[src/rtl/phe_pkg.sv]
// ----------------------------------------------------------------------------
// phe_pkg
// Shared types and constants for the Horner polynomial evaluator.
// ----------------------------------------------------------------------------
package phe_pkg;

  // Data and configuration widths
  localparam int DATA_W     = 32;
  localparam int DEG_W      = 3;
  localparam int CFG_IDX_W  = 3;
  localparam int CFG_DATA_W = 32;
  localparam int SEL_W      = 3;

  // Register map
  localparam logic [CFG_IDX_W-1:0] REG_POLY_DEGREE = 3'd0;
  localparam logic [CFG_IDX_W-1:0] REG_COEFF_BASE  = 3'd1;

  typedef logic signed [DATA_W-1:0] data_t;

  // Controller to datapath
  typedef struct packed {
    logic             load;      // capture time, seed accumulator
    logic             mul;       // register acc * time
    logic             add;       // accumulate with saturation
    logic             out_load;  // move accumulator to output register
    logic [SEL_W-1:0] sel;       // coefficient select
  } phe_cmd_t;

  // Datapath to controller
  typedef struct packed {
    logic [DEG_W-1:0] degree;    // configured degree, unclamped
  } phe_stat_t;

endpackage

[src/rtl/phe_if.sv]
// ----------------------------------------------------------------------------
// phe_sample_if / phe_result_if
// Valid/ready channels for evaluation requests and results.
// ----------------------------------------------------------------------------
interface phe_sample_if;
  import phe_pkg::*;

  logic  valid;
  logic  ready;
  data_t eval_time;

  modport source (output valid, output eval_time, input ready);
  modport sink   (input valid, input eval_time, output ready);
endinterface

interface phe_result_if;
  import phe_pkg::*;

  logic  valid;
  logic  ready;
  data_t poly_value;
  logic  saturated;

  modport source (output valid, output poly_value, output saturated, input ready);
  modport sink   (input valid, input poly_value, input saturated, output ready);
endinterface

[src/rtl/phe_dp.sv]
// ----------------------------------------------------------------------------
// phe_dp
// Datapath: config registers, shared multiplier, saturating accumulator and
// output register.
// ----------------------------------------------------------------------------
module phe_dp #(
  parameter int MAX_DEGREE = 6,
  parameter int FRAC_BITS  = 16
) (
  input  logic                           clk,
  input  logic                           rst,
  input  logic                           cfg_we,
  input  logic [phe_pkg::CFG_IDX_W-1:0]  cfg_index,
  input  logic [phe_pkg::CFG_DATA_W-1:0] cfg_data,
  input  phe_pkg::data_t                 eval_time,
  input  phe_pkg::phe_cmd_t              cmd,
  output phe_pkg::phe_stat_t             stat,
  output phe_pkg::data_t                 poly_value,
  output logic                           saturated
);
  import phe_pkg::*;

  localparam int NCOEF  = MAX_DEGREE + 1;
  localparam int CIDX_W = $clog2(NCOEF);

  logic [DEG_W-1:0]         poly_degree;
  data_t                    coeff [NCOEF];
  data_t                    t_reg;
  data_t                    acc;
  logic                     flag;
  logic signed [2*DATA_W-1:0] prod;

  data_t                    coef_sel;
  logic signed [2*DATA_W-1:0] prod_sh;
  logic signed [2*DATA_W:0]   sum;
  logic [2*DATA_W-DATA_W+1:0] sum_hi;
  logic                     in_range;
  data_t                    sum_sat;

  // Configuration registers
  always_ff @(posedge clk) begin
    if (rst) begin
      poly_degree <= '0;
      for (int k = 0; k < NCOEF; k++) begin
        coeff[k] <= '0;
      end
    end else if (cfg_we) begin
      if (cfg_index == REG_POLY_DEGREE) begin
        poly_degree <= cfg_data[DEG_W-1:0];
      end
      for (int k = 0; k < NCOEF; k++) begin
        if (cfg_index == CFG_IDX_W'(REG_COEFF_BASE + k)) begin
          coeff[k] <= cfg_data;
        end
      end
    end
  end

  assign stat.degree = poly_degree;

  // Coefficient select, scaled product, exact sum and saturation
  assign coef_sel = coeff[cmd.sel[CIDX_W-1:0]];
  assign prod_sh  = prod >>> FRAC_BITS;
  assign sum      = (2*DATA_W+1)'(coef_sel) + (2*DATA_W+1)'(prod_sh);
  assign sum_hi   = sum[2*DATA_W:DATA_W-1];
  assign in_range = (&sum_hi) || (~|sum_hi);

  always_comb begin
    if (in_range) begin
      sum_sat = sum[DATA_W-1:0];
    end else if (sum[2*DATA_W]) begin
      sum_sat = {1'b1, {(DATA_W-1){1'b0}}};
    end else begin
      sum_sat = {1'b0, {(DATA_W-1){1'b1}}};
    end
  end

  // Horner step registers
  always_ff @(posedge clk) begin
    if (cmd.load) begin
      t_reg <= eval_time;
      acc   <= coef_sel;
      flag  <= 1'b0;
    end
    if (cmd.mul) begin
      prod <= acc * t_reg;
    end
    if (cmd.add) begin
      acc  <= sum_sat;
      flag <= flag | ~in_range;
    end
  end

  // Output register
  always_ff @(posedge clk) begin
    if (cmd.out_load) begin
      poly_value <= acc;
      saturated  <= flag;
    end
  end

endmodule

[src/rtl/phe_ctrl.sv]
// ----------------------------------------------------------------------------
// phe_ctrl
// Controller: sequences load, multiply, add and output-load steps and owns the
// handshakes of both channels.
// ----------------------------------------------------------------------------
module phe_ctrl #(
  parameter int MAX_DEGREE = 6
) (
  input  logic               clk,
  input  logic               rst,
  input  logic               in_valid,
  output logic               in_ready,
  output logic               out_valid,
  input  logic               out_ready,
  input  phe_pkg::phe_stat_t stat,
  output phe_pkg::phe_cmd_t  cmd
);
  import phe_pkg::*;

  localparam logic [1:0] S_IDLE = 2'd0;
  localparam logic [1:0] S_MUL  = 2'd1;
  localparam logic [1:0] S_ADD  = 2'd2;
  localparam logic [1:0] S_FIN  = 2'd3;

  logic [1:0]       state;
  logic [1:0]       state_next;
  logic [SEL_W-1:0] idx;
  logic [SEL_W-1:0] idx_next;
  logic [SEL_W-1:0] deg_c;
  logic             out_valid_next;

  // Degree above the supported maximum acts as the maximum
  assign deg_c = (stat.degree > DEG_W'(MAX_DEGREE)) ? SEL_W'(MAX_DEGREE)
                                                    : SEL_W'(stat.degree);

  assign in_ready = (state == S_IDLE);

  // Next state and commands
  always_comb begin
    state_next   = state;
    idx_next     = idx;
    cmd          = '0;
    case (state)
      S_IDLE: begin
        cmd.sel = deg_c;
        if (in_valid) begin
          cmd.load   = 1'b1;
          idx_next   = deg_c;
          state_next = (deg_c == '0) ? S_FIN : S_MUL;
        end
      end
      S_MUL: begin
        cmd.mul    = 1'b1;
        state_next = S_ADD;
      end
      S_ADD: begin
        cmd.add    = 1'b1;
        cmd.sel    = idx - 1'b1;
        idx_next   = idx - 1'b1;
        state_next = (idx == SEL_W'(1)) ? S_FIN : S_MUL;
      end
      S_FIN: begin
        if (!out_valid || out_ready) begin
          cmd.out_load = 1'b1;
          state_next   = S_IDLE;
        end
      end
      default: begin
        state_next = S_IDLE;
      end
    endcase
  end

  // Output valid flag
  always_comb begin
    out_valid_next = out_valid;
    if (cmd.out_load) begin
      out_valid_next = 1'b1;
    end else if (out_ready) begin
      out_valid_next = 1'b0;
    end
  end

  always_ff @(posedge clk) begin
    if (rst) begin
      state     <= S_IDLE;
      idx       <= '0;
      out_valid <= 1'b0;
    end else begin
      state     <= state_next;
      idx       <= idx_next;
      out_valid <= out_valid_next;
    end
  end

endmodule

[src/rtl/polynomial_horner_evaluator.sv]
// ----------------------------------------------------------------------------
// polynomial_horner_evaluator
// Evaluates a configured polynomial (degree up to MAX_DEGREE) at a fixed-point
// time by Horner's rule with one shared multiplier and a saturating sum.
//
//   channel  dir  signals                         transfer
//   sample   in   valid ready eval_time           valid && ready
//   result   out  valid ready poly_value saturated valid && ready
//   cfg      in   cfg_we cfg_index cfg_data       cfg_we
//
// An item of degree d goes through a load step, a multiply step and an add
// step for each Horner step, and a final step that moves the sum to the
// output register once that register is free. The next request is taken only
// after that, so the block does not overlap items on its single multiplier.
// Reset clears the degree and all coefficients and empties the result
// register. A stalled result holds the finished sum until the output frees.
// ----------------------------------------------------------------------------
module polynomial_horner_evaluator #(
  parameter int MAX_DEGREE = 6,
  parameter int FRAC_BITS  = 16
) (
  input  logic                           clk,
  input  logic                           rst,
  input  logic                           cfg_we,
  input  logic [phe_pkg::CFG_IDX_W-1:0]  cfg_index,
  input  logic [phe_pkg::CFG_DATA_W-1:0] cfg_data,
  phe_sample_if.sink                     sample,
  phe_result_if.source                   result
);
  import phe_pkg::*;

  phe_cmd_t  cmd;
  phe_stat_t stat;

  // Sequencer
  phe_ctrl #(
    .MAX_DEGREE (MAX_DEGREE)
  ) u_ctrl (
    .clk       (clk),
    .rst       (rst),
    .in_valid  (sample.valid),
    .in_ready  (sample.ready),
    .out_valid (result.valid),
    .out_ready (result.ready),
    .stat      (stat),
    .cmd       (cmd)
  );

  // Arithmetic and registers
  phe_dp #(
    .MAX_DEGREE (MAX_DEGREE),
    .FRAC_BITS  (FRAC_BITS)
  ) u_dp (
    .clk        (clk),
    .rst        (rst),
    .cfg_we     (cfg_we),
    .cfg_index  (cfg_index),
    .cfg_data   (cfg_data),
    .eval_time  (sample.eval_time),
    .cmd        (cmd),
    .stat       (stat),
    .poly_value (result.poly_value),
    .saturated  (result.saturated)
  );

endmodule

[src/flat_wrapper.sv]
// flat-port wrapper written by rule: the top's interface ports become plain ports
module polynomial_horner_evaluator_flat import phe_pkg::*;
#(
  parameter int MAX_DEGREE = 6,
  parameter int FRAC_BITS  = 16
)
  (clk, rst, cfg_we, cfg_index, cfg_data, sample_valid, sample_eval_time, sample_ready, result_valid, result_poly_value, result_saturated, result_ready);
  phe_sample_if sample_i ();
  phe_result_if result_i ();
  input  logic clk;
  input  logic rst;
  input  logic cfg_we;
  input  logic [phe_pkg::CFG_IDX_W-1:0] cfg_index;
  input  logic [phe_pkg::CFG_DATA_W-1:0] cfg_data;
  input wire logic [$bits(sample_i.valid)-1:0] sample_valid;
  input wire logic [$bits(sample_i.eval_time)-1:0] sample_eval_time;
  output wire logic [$bits(sample_i.ready)-1:0] sample_ready;
  output wire logic [$bits(result_i.valid)-1:0] result_valid;
  output wire logic [$bits(result_i.poly_value)-1:0] result_poly_value;
  output wire logic [$bits(result_i.saturated)-1:0] result_saturated;
  input wire logic [$bits(result_i.ready)-1:0] result_ready;
  assign sample_i.valid = sample_valid;
  assign sample_i.eval_time = sample_eval_time;
  assign sample_ready = sample_i.ready;
  assign result_valid = result_i.valid;
  assign result_poly_value = result_i.poly_value;
  assign result_saturated = result_i.saturated;
  assign result_i.ready = result_ready;
  polynomial_horner_evaluator #(.MAX_DEGREE(MAX_DEGREE), .FRAC_BITS(FRAC_BITS)) u_core (.clk(clk), .rst(rst), .cfg_we(cfg_we), .cfg_index(cfg_index), .cfg_data(cfg_data), .sample(sample_i), .result(result_i));
endmodule
[config.mk]
export PLATFORM = sky130hd
export DESIGN_NAME = polynomial_horner_evaluator_flat
export DESIGN_NICKNAME = d
export VERILOG_FILES = /design/src/rtl/phe_pkg.sv /design/src/rtl/phe_if.sv /design/src/rtl/phe_dp.sv /design/src/rtl/phe_ctrl.sv /design/src/rtl/polynomial_horner_evaluator.sv /design/src/flat_wrapper.sv
export SDC_FILE = /design/constraint.sdc
export NUM_CORES = 2
export LEC_CHECK = 0
export BUFFER_PORTS_ARGS = -buffer_cell sky130_fd_sc_hd__buf_2
export CAP_MARGIN = 30
export CORE_MARGIN = 3
export CORE_UTILIZATION = 60
export DETAILED_ROUTE_END_ITERATION = 16
export PLACE_DENSITY = 0.9
export SKIP_CTS_REPAIR_TIMING = 1
export SYNTH_ARGS = -nofsm -noshare
export SYNTH_HDL_FRONTEND = slang
export SYNTH_SLANG_ARGS = --single-unit
[constraint.sdc]
create_clock -name clk -period 7.66 [get_ports clk]
set_clock_uncertainty 0.05 [all_clocks]
set_input_delay 1.915 -clock clk [delete_from_list [all_inputs] [get_ports clk]]
set_output_delay 1.915 -clock clk [all_outputs]
set_load 0.01 [all_outputs]
# Yosys cells after proc, flatten, opt, wreduce, memory -nomap -nowiden
# Memory sizes are Yosys's and may differ from the RTL's.
# Index checks and enable logic that the tools add are counted.
[classes] n_div=0 reduce_logical=15 shifts=0 mul=1 magnitude_cmp=1 addsub=2 bitwise_logic=9 mux=60 eq_ne=13
[ops] op="32-bit two-way mux" count=11
[ops] op="32-bit by 32-bit multiplier with 64-bit output" count=1
[ops] op="32-bit by 48-bit adder with 49-bit output" count=1
[ops] op="1-bit two-way mux" count=40
[ops] op="34-bit AND reduction" count=1
[ops] op="34-bit OR reduction" count=1
[ops] op="3-bit equality test, second input constant" count=4
[ops] op="3-bit one-hot mux with 2 select lines" count=2
[ops] op="2-bit two-way mux" count=4
[ops] op="1-bit bitwise OR" count=8
[ops] op="2-bit one-hot mux with 4 select lines" count=1
[ops] op="3-bit by 1-bit equality test with 1-bit output, second input constant" count=2
[ops] op="3-bit by 2-bit equality test with 1-bit output, second input constant" count=2
[ops] op="3-bit logical NOT" count=2
[ops] op="3-bit two-way mux" count=2
[ops] op="2-bit AND reduction" count=3
[ops] op="2-bit nonzero test" count=3
[ops] op="2-bit equality test, second input constant" count=2
[ops] op="2-bit inequality test, second input constant" count=2
[ops] op="3-bit > comparator, second input constant" count=1
[ops] op="3-bit by 1-bit subtractor with 3-bit output, second input constant" count=1
[ops] op="2-bit by 1-bit equality test with 1-bit output, second input constant" count=1
[ops] op="1-bit logical NOT" count=2
[ops] op="2-bit logical NOT" count=1
[ops] op="other kinds (2)" count=3
[totals] memories=1 latch_bits=0 input_bits=72 romBits=0 ramBits=224 elab_cells=112 register_bits=171 output_inout_bits=35
[memory_table] memory="u_core.u_dp.coeff" words=7 word_bits=32 read_ports=1 rd_clocked_by_memory_dff=0 wr=7 line_no="phe_dp.sv:27" text="data_t coeff [NCOEF];"

# Depth between registers and ports, before layout
# An unclocked memory read counts as a cell.
[depth] depth_word=11 ltp_mapped=28 depth_no_buf=27

# Hierarchy
# A second synthesis with hierarchy kept.
[unflattened] hier_cells=5229 hier_area_um2=53558.9
[by_module_without_submodules] module="phe_dp" area_per_inst_um2=53117.2 cells_per_inst=5172 n_inst=1 seq_area_each_um2=11170.7
[by_module_without_submodules] module="phe_ctrl" area_per_inst_um2=441.7 cells_per_inst=57 n_inst=1 seq_area_each_um2=120.1

# Worst setup path after synthesis
# OpenSTA, ideal clock, no wires.
[synth_timing] path_kind="register -> register" start="register u_core.u_dp.acc[31]" end="register u_core.u_dp.prod[61] (data pin)" t_arrival_ns=7.771 n_path_buf=1 slack_ns=-0.422 stages_incl_launch_ff=25 period_less_slack_ns=8.082 t_required_ns=7.349 setup_time_ns=0.261 cell_sequence="edfxtp_1 clkbuf_1 nand2_1 inv_1 fa_1 fa_1 fa_1 fa_1 inv_1 fa_1 inv_1 fa_1 fa_1 inv_1 fa_1 inv_1 ha_1 and4_1 nand3_1 a211oi_1 o2111ai_1 o31ai_1 a311o_1 a2111oi_0 nand3b_1"
[synth_via] elab_chain_len=1
[synth_rtl] item="start: declaration" line_no="phe_dp.sv:29" text="data_t acc;"
[synth_rtl] item="start signal: assignment" line_no="phe_dp.sv:82" text="acc <= coef_sel;"
[synth_rtl] item="start signal: assignment" line_no="phe_dp.sv:89" text="acc <= sum_sat;"
[synth_rtl] item="32-bit by 32-bit multiplier with 64-bit output" line_no="phe_dp.sv:86" text="prod <= acc * t_reg;"
[synth_rtl] item="end signal: assignment" line_no="phe_dp.sv:86"
[synth_rtl] item="end: declaration" line_no="phe_dp.sv:31" text="logic signed [2*DATA_W-1:0] prod;"
# No other way between the ends.
# A chain may end at the register's enable or synchronous reset.

# Worst setup path in the final report
[layout_timing] start="register u_core.u_dp.t_reg[8]" end="register u_core.u_dp.prod[61] (data pin)"
[layout_via] elab_chain_len=1
[layout_rtl] item="start: declaration" line_no="phe_dp.sv:28" text="data_t t_reg;"
[layout_rtl] item="start signal: assignment" line_no="phe_dp.sv:81" text="t_reg <= eval_time;"
[layout_rtl] item="32-bit by 32-bit multiplier with 64-bit output" line_no="phe_dp.sv:86"
# No other way between the ends.

==> flow_summary.yaml <==
setup_path:
  end_kind: "register"
  critical_path_class: "register to register"
  arrival_ns: 9.48
  critical_path_peak_fanout: 8
  critPathRequiredTime_ns: 7.98
  cp-start-kind: "register"
floorplanning:
  die_h_um: 306
  fp.dieW_um: 306
  initial_core_util: 0.607
  io_pins: 107
  dieArea_sq_um: 93500
  core-area_sq_um: 88800
  std_cell_rows: 109
sta:
  tightestPinTransition_ns: 0.948
  slew_viol_final: 0
  setup_viol: 37
  timing.slew.headroom: 0.367
  final_hold_viol_count: 0
  layout_min_cycle_time_ns: 9.16
  timing.final.ws_setup_ns: -1.50
  rsz0062_at_grt: "yes"
  fmax_ghz: 0.109
  finalCritPeriodShare: 1.20
  hold_slack_ns: 0.439
placed_design:
  gp_congestion: 0.948
  dpl.hpwl_mm: 121
  io_buffer_count: 106
synthesis:
  yosys.area.top_type: "fa_1"
  synth_cell_types: 97
  ys_warn_count: 0
  synth_flop_cell: "edfxtp_1"
  synth_area_leaders: "fa_1 (40%), edfxtp_1 (21%), inv_1 (7.1%)"
  synth-edff-count: 370
  syn-num-nets: 6774
  syn-instance-count: 5390
  yosysSeqAreaShare: 0.209
  synth_area_sq_um: 53900
  synth_seq_cells: 379
  synth_async_sr_flop_share: 0
  syn_area_per_cell_sq_um: 10.0
  synth.top_cell.area_share: 0.402
clocking:
  cts_buffer_depth: 3
  worst_skew_pair.late_latency_ns: 0.67
  cts-root-buf: "clkbuf_16"
  cts_tree: "yes"
  htreeDepth: 2
  cts_inserted_buffers: 44
  clkTransAtPathRegs_ns: 0.06
  cts_sinks: 379
final_layout:
  filler_cell_count: 5253
  syn_to_final_growth_pct: 13.6
  multi_input_area_sq_um: 38400
  largest_register_ffs: 224
  drive_gt1_frac: 0.148
  final_common_cell: "fa_1"
  nets: 7091
  ff_latch_area_sq_um: 11300
  top_regs: "u_core.u_dp.coeff x224, u_core.u_dp.prod x48"
  post-route-util: 0.690
  layout_common_cells: "fa_1 (1037), inv_1 (1009), nand2_1 (730), and2_1 (503), edfxtp_1 (370)"
  top_register: "u_core.u_dp.coeff"
global_routing:
  antenna_found_initial: 5
  grt_pass1_wl_mm: 248
  overflow: 0
  grt_max_degree: 64
  track_usage: 0.343
  first_global_vias: 45873
routing:
  viasPerCell: 6.49
  drt-pass1-iter-count: 12
  drtIter0Drc: 6418
  post_drt_wl_per_cell_um: 26.7
  vias: 44892
  ant_nets: 0
  routed_wl_mm: 185
  drc: 0
status:
  status: "complete, but fails checks"
  violations: "negative setup slack"
job:
  maxCapViolCount: 0
hold_path:
  hold_class: "register to register"
==> worst paths after layout <==
check / start / endpoint / slack [ns] / cells after the start
hold / removal: u_core.u_dp.flag$_SDFFCE_PN0P_ / u_core.u_dp.saturated$_DFFE_PP_ / 0.44 / 0
setup reg to reg: u_core.u_dp.t_reg[8]$_DFFE_PP_ / u_core.u_dp.prod[61]$_DFFE_PP_ / -1.50 / 27
hold reg to reg: u_core.u_dp.flag$_SDFFCE_PN0P_ / u_core.u_dp.saturated$_DFFE_PP_ / 0.44 / 0
setup / recovery: u_core.u_dp.t_reg[8]$_DFFE_PP_ / u_core.u_dp.prod[61]$_DFFE_PP_ / -1.50 / 27
==> critical path, cell delays in order, from the launching register on <==
cell       delay (ns)
edfxtp_1         0.59
buf_6            0.20
nand2_1          0.28
fa_1             0.68
inv_1            0.10
fa_1             0.79
inv_1            0.15
fa_2             0.38
fa_1             0.53
inv_2            0.16
fa_2             0.53
fa_1             0.63
fa_1             0.48
fa_1             0.61
ha_4             0.23
and2_4           0.17
nand4_1          0.12
o221ai_2         0.14
buf_4            0.16
or3b_4           0.38
o22ai_4          0.19
a211oi_4         0.08
o2111ai_4        0.30
o31ai_4          0.10
a311o_1          0.41
buf_6            0.16
nand4_1          0.14
nand3b_1         0.11
==> synthesized netlist by cell type, drive strengths merged, types with 4 or more instances <==
master   number
fa         1082
inv        1022
nand2       736
and2        521
edfxtp      370
nor2        322
clkbuf      261
ha          230
o21ai       119
a21oi       102
xnor2        60
nand2b       52
a21o         43
nand3        43
mux2i        37
o211ai       34
a311oi       33
xor2         32
a211oi       29
buf          28
nand4        25
nor3         23
nor2b        18
o21a         12
nor4         11
o21bai       11
and3         10
dfxtp         9
a21boi        7
o221ai        7
or3           7
a211o         6
a31oi         6
and4          6
or2           6
a221oi        5
o211a         5
o2111ai       4
o31ai         4
==> layout make-up <==
class | count | area share
multi-input cells | 3697 | 0.626
flip-flops and latches | 379 | 0.184
repair buffers | 562 | 0.0789
inverters | 1023 | 0.0627
well taps | 1165 | 0.0238
clock buffers | 51 | 0.0184
clock inverters | 29 | 0.00529
diodes | 6 | 0.000245
==> routing by layer <==
layer / vias up / wire length (um) / track usage
li1: 17149 / - / -
met1: 21424 / 55200 / 0.414
met2: 4568 / 82100 / 0.556
met3: 1733 / 29200 / 0.104
met4: 18 / 17600 / 0.186
met5: - / 376 / 0
==> stage by stage <==
step	setup WS (ns)	setup TNS (ns)	cell area [sq um]	cells
after floorplan	-0.0726	-0.0770	54000	5390
after global placement	-0.372	-2.89	58500	6767
after detailed placement	-0.757	-7.56	58500	6768
after CTS	-0.845	-12.01	60000	6848
after global routing	-1.68	-33.26	61200	6907
final	-1.50	-29.71	61300	6912
==> cells by family after synthesis <==
logic type,after synthesis,share of synthesized area
simple gates,1798,0.160
buf+inv,1314,0.0935
fa+ha+maj,1312,0.455
compound gates,457,0.0599
flops,379,0.209
xor+xnor,92,0.0149
mux,38,0.00708
Power is not shown: default switching activity piles up to over one toggle a cycle in this logic, so the estimate is an artifact.
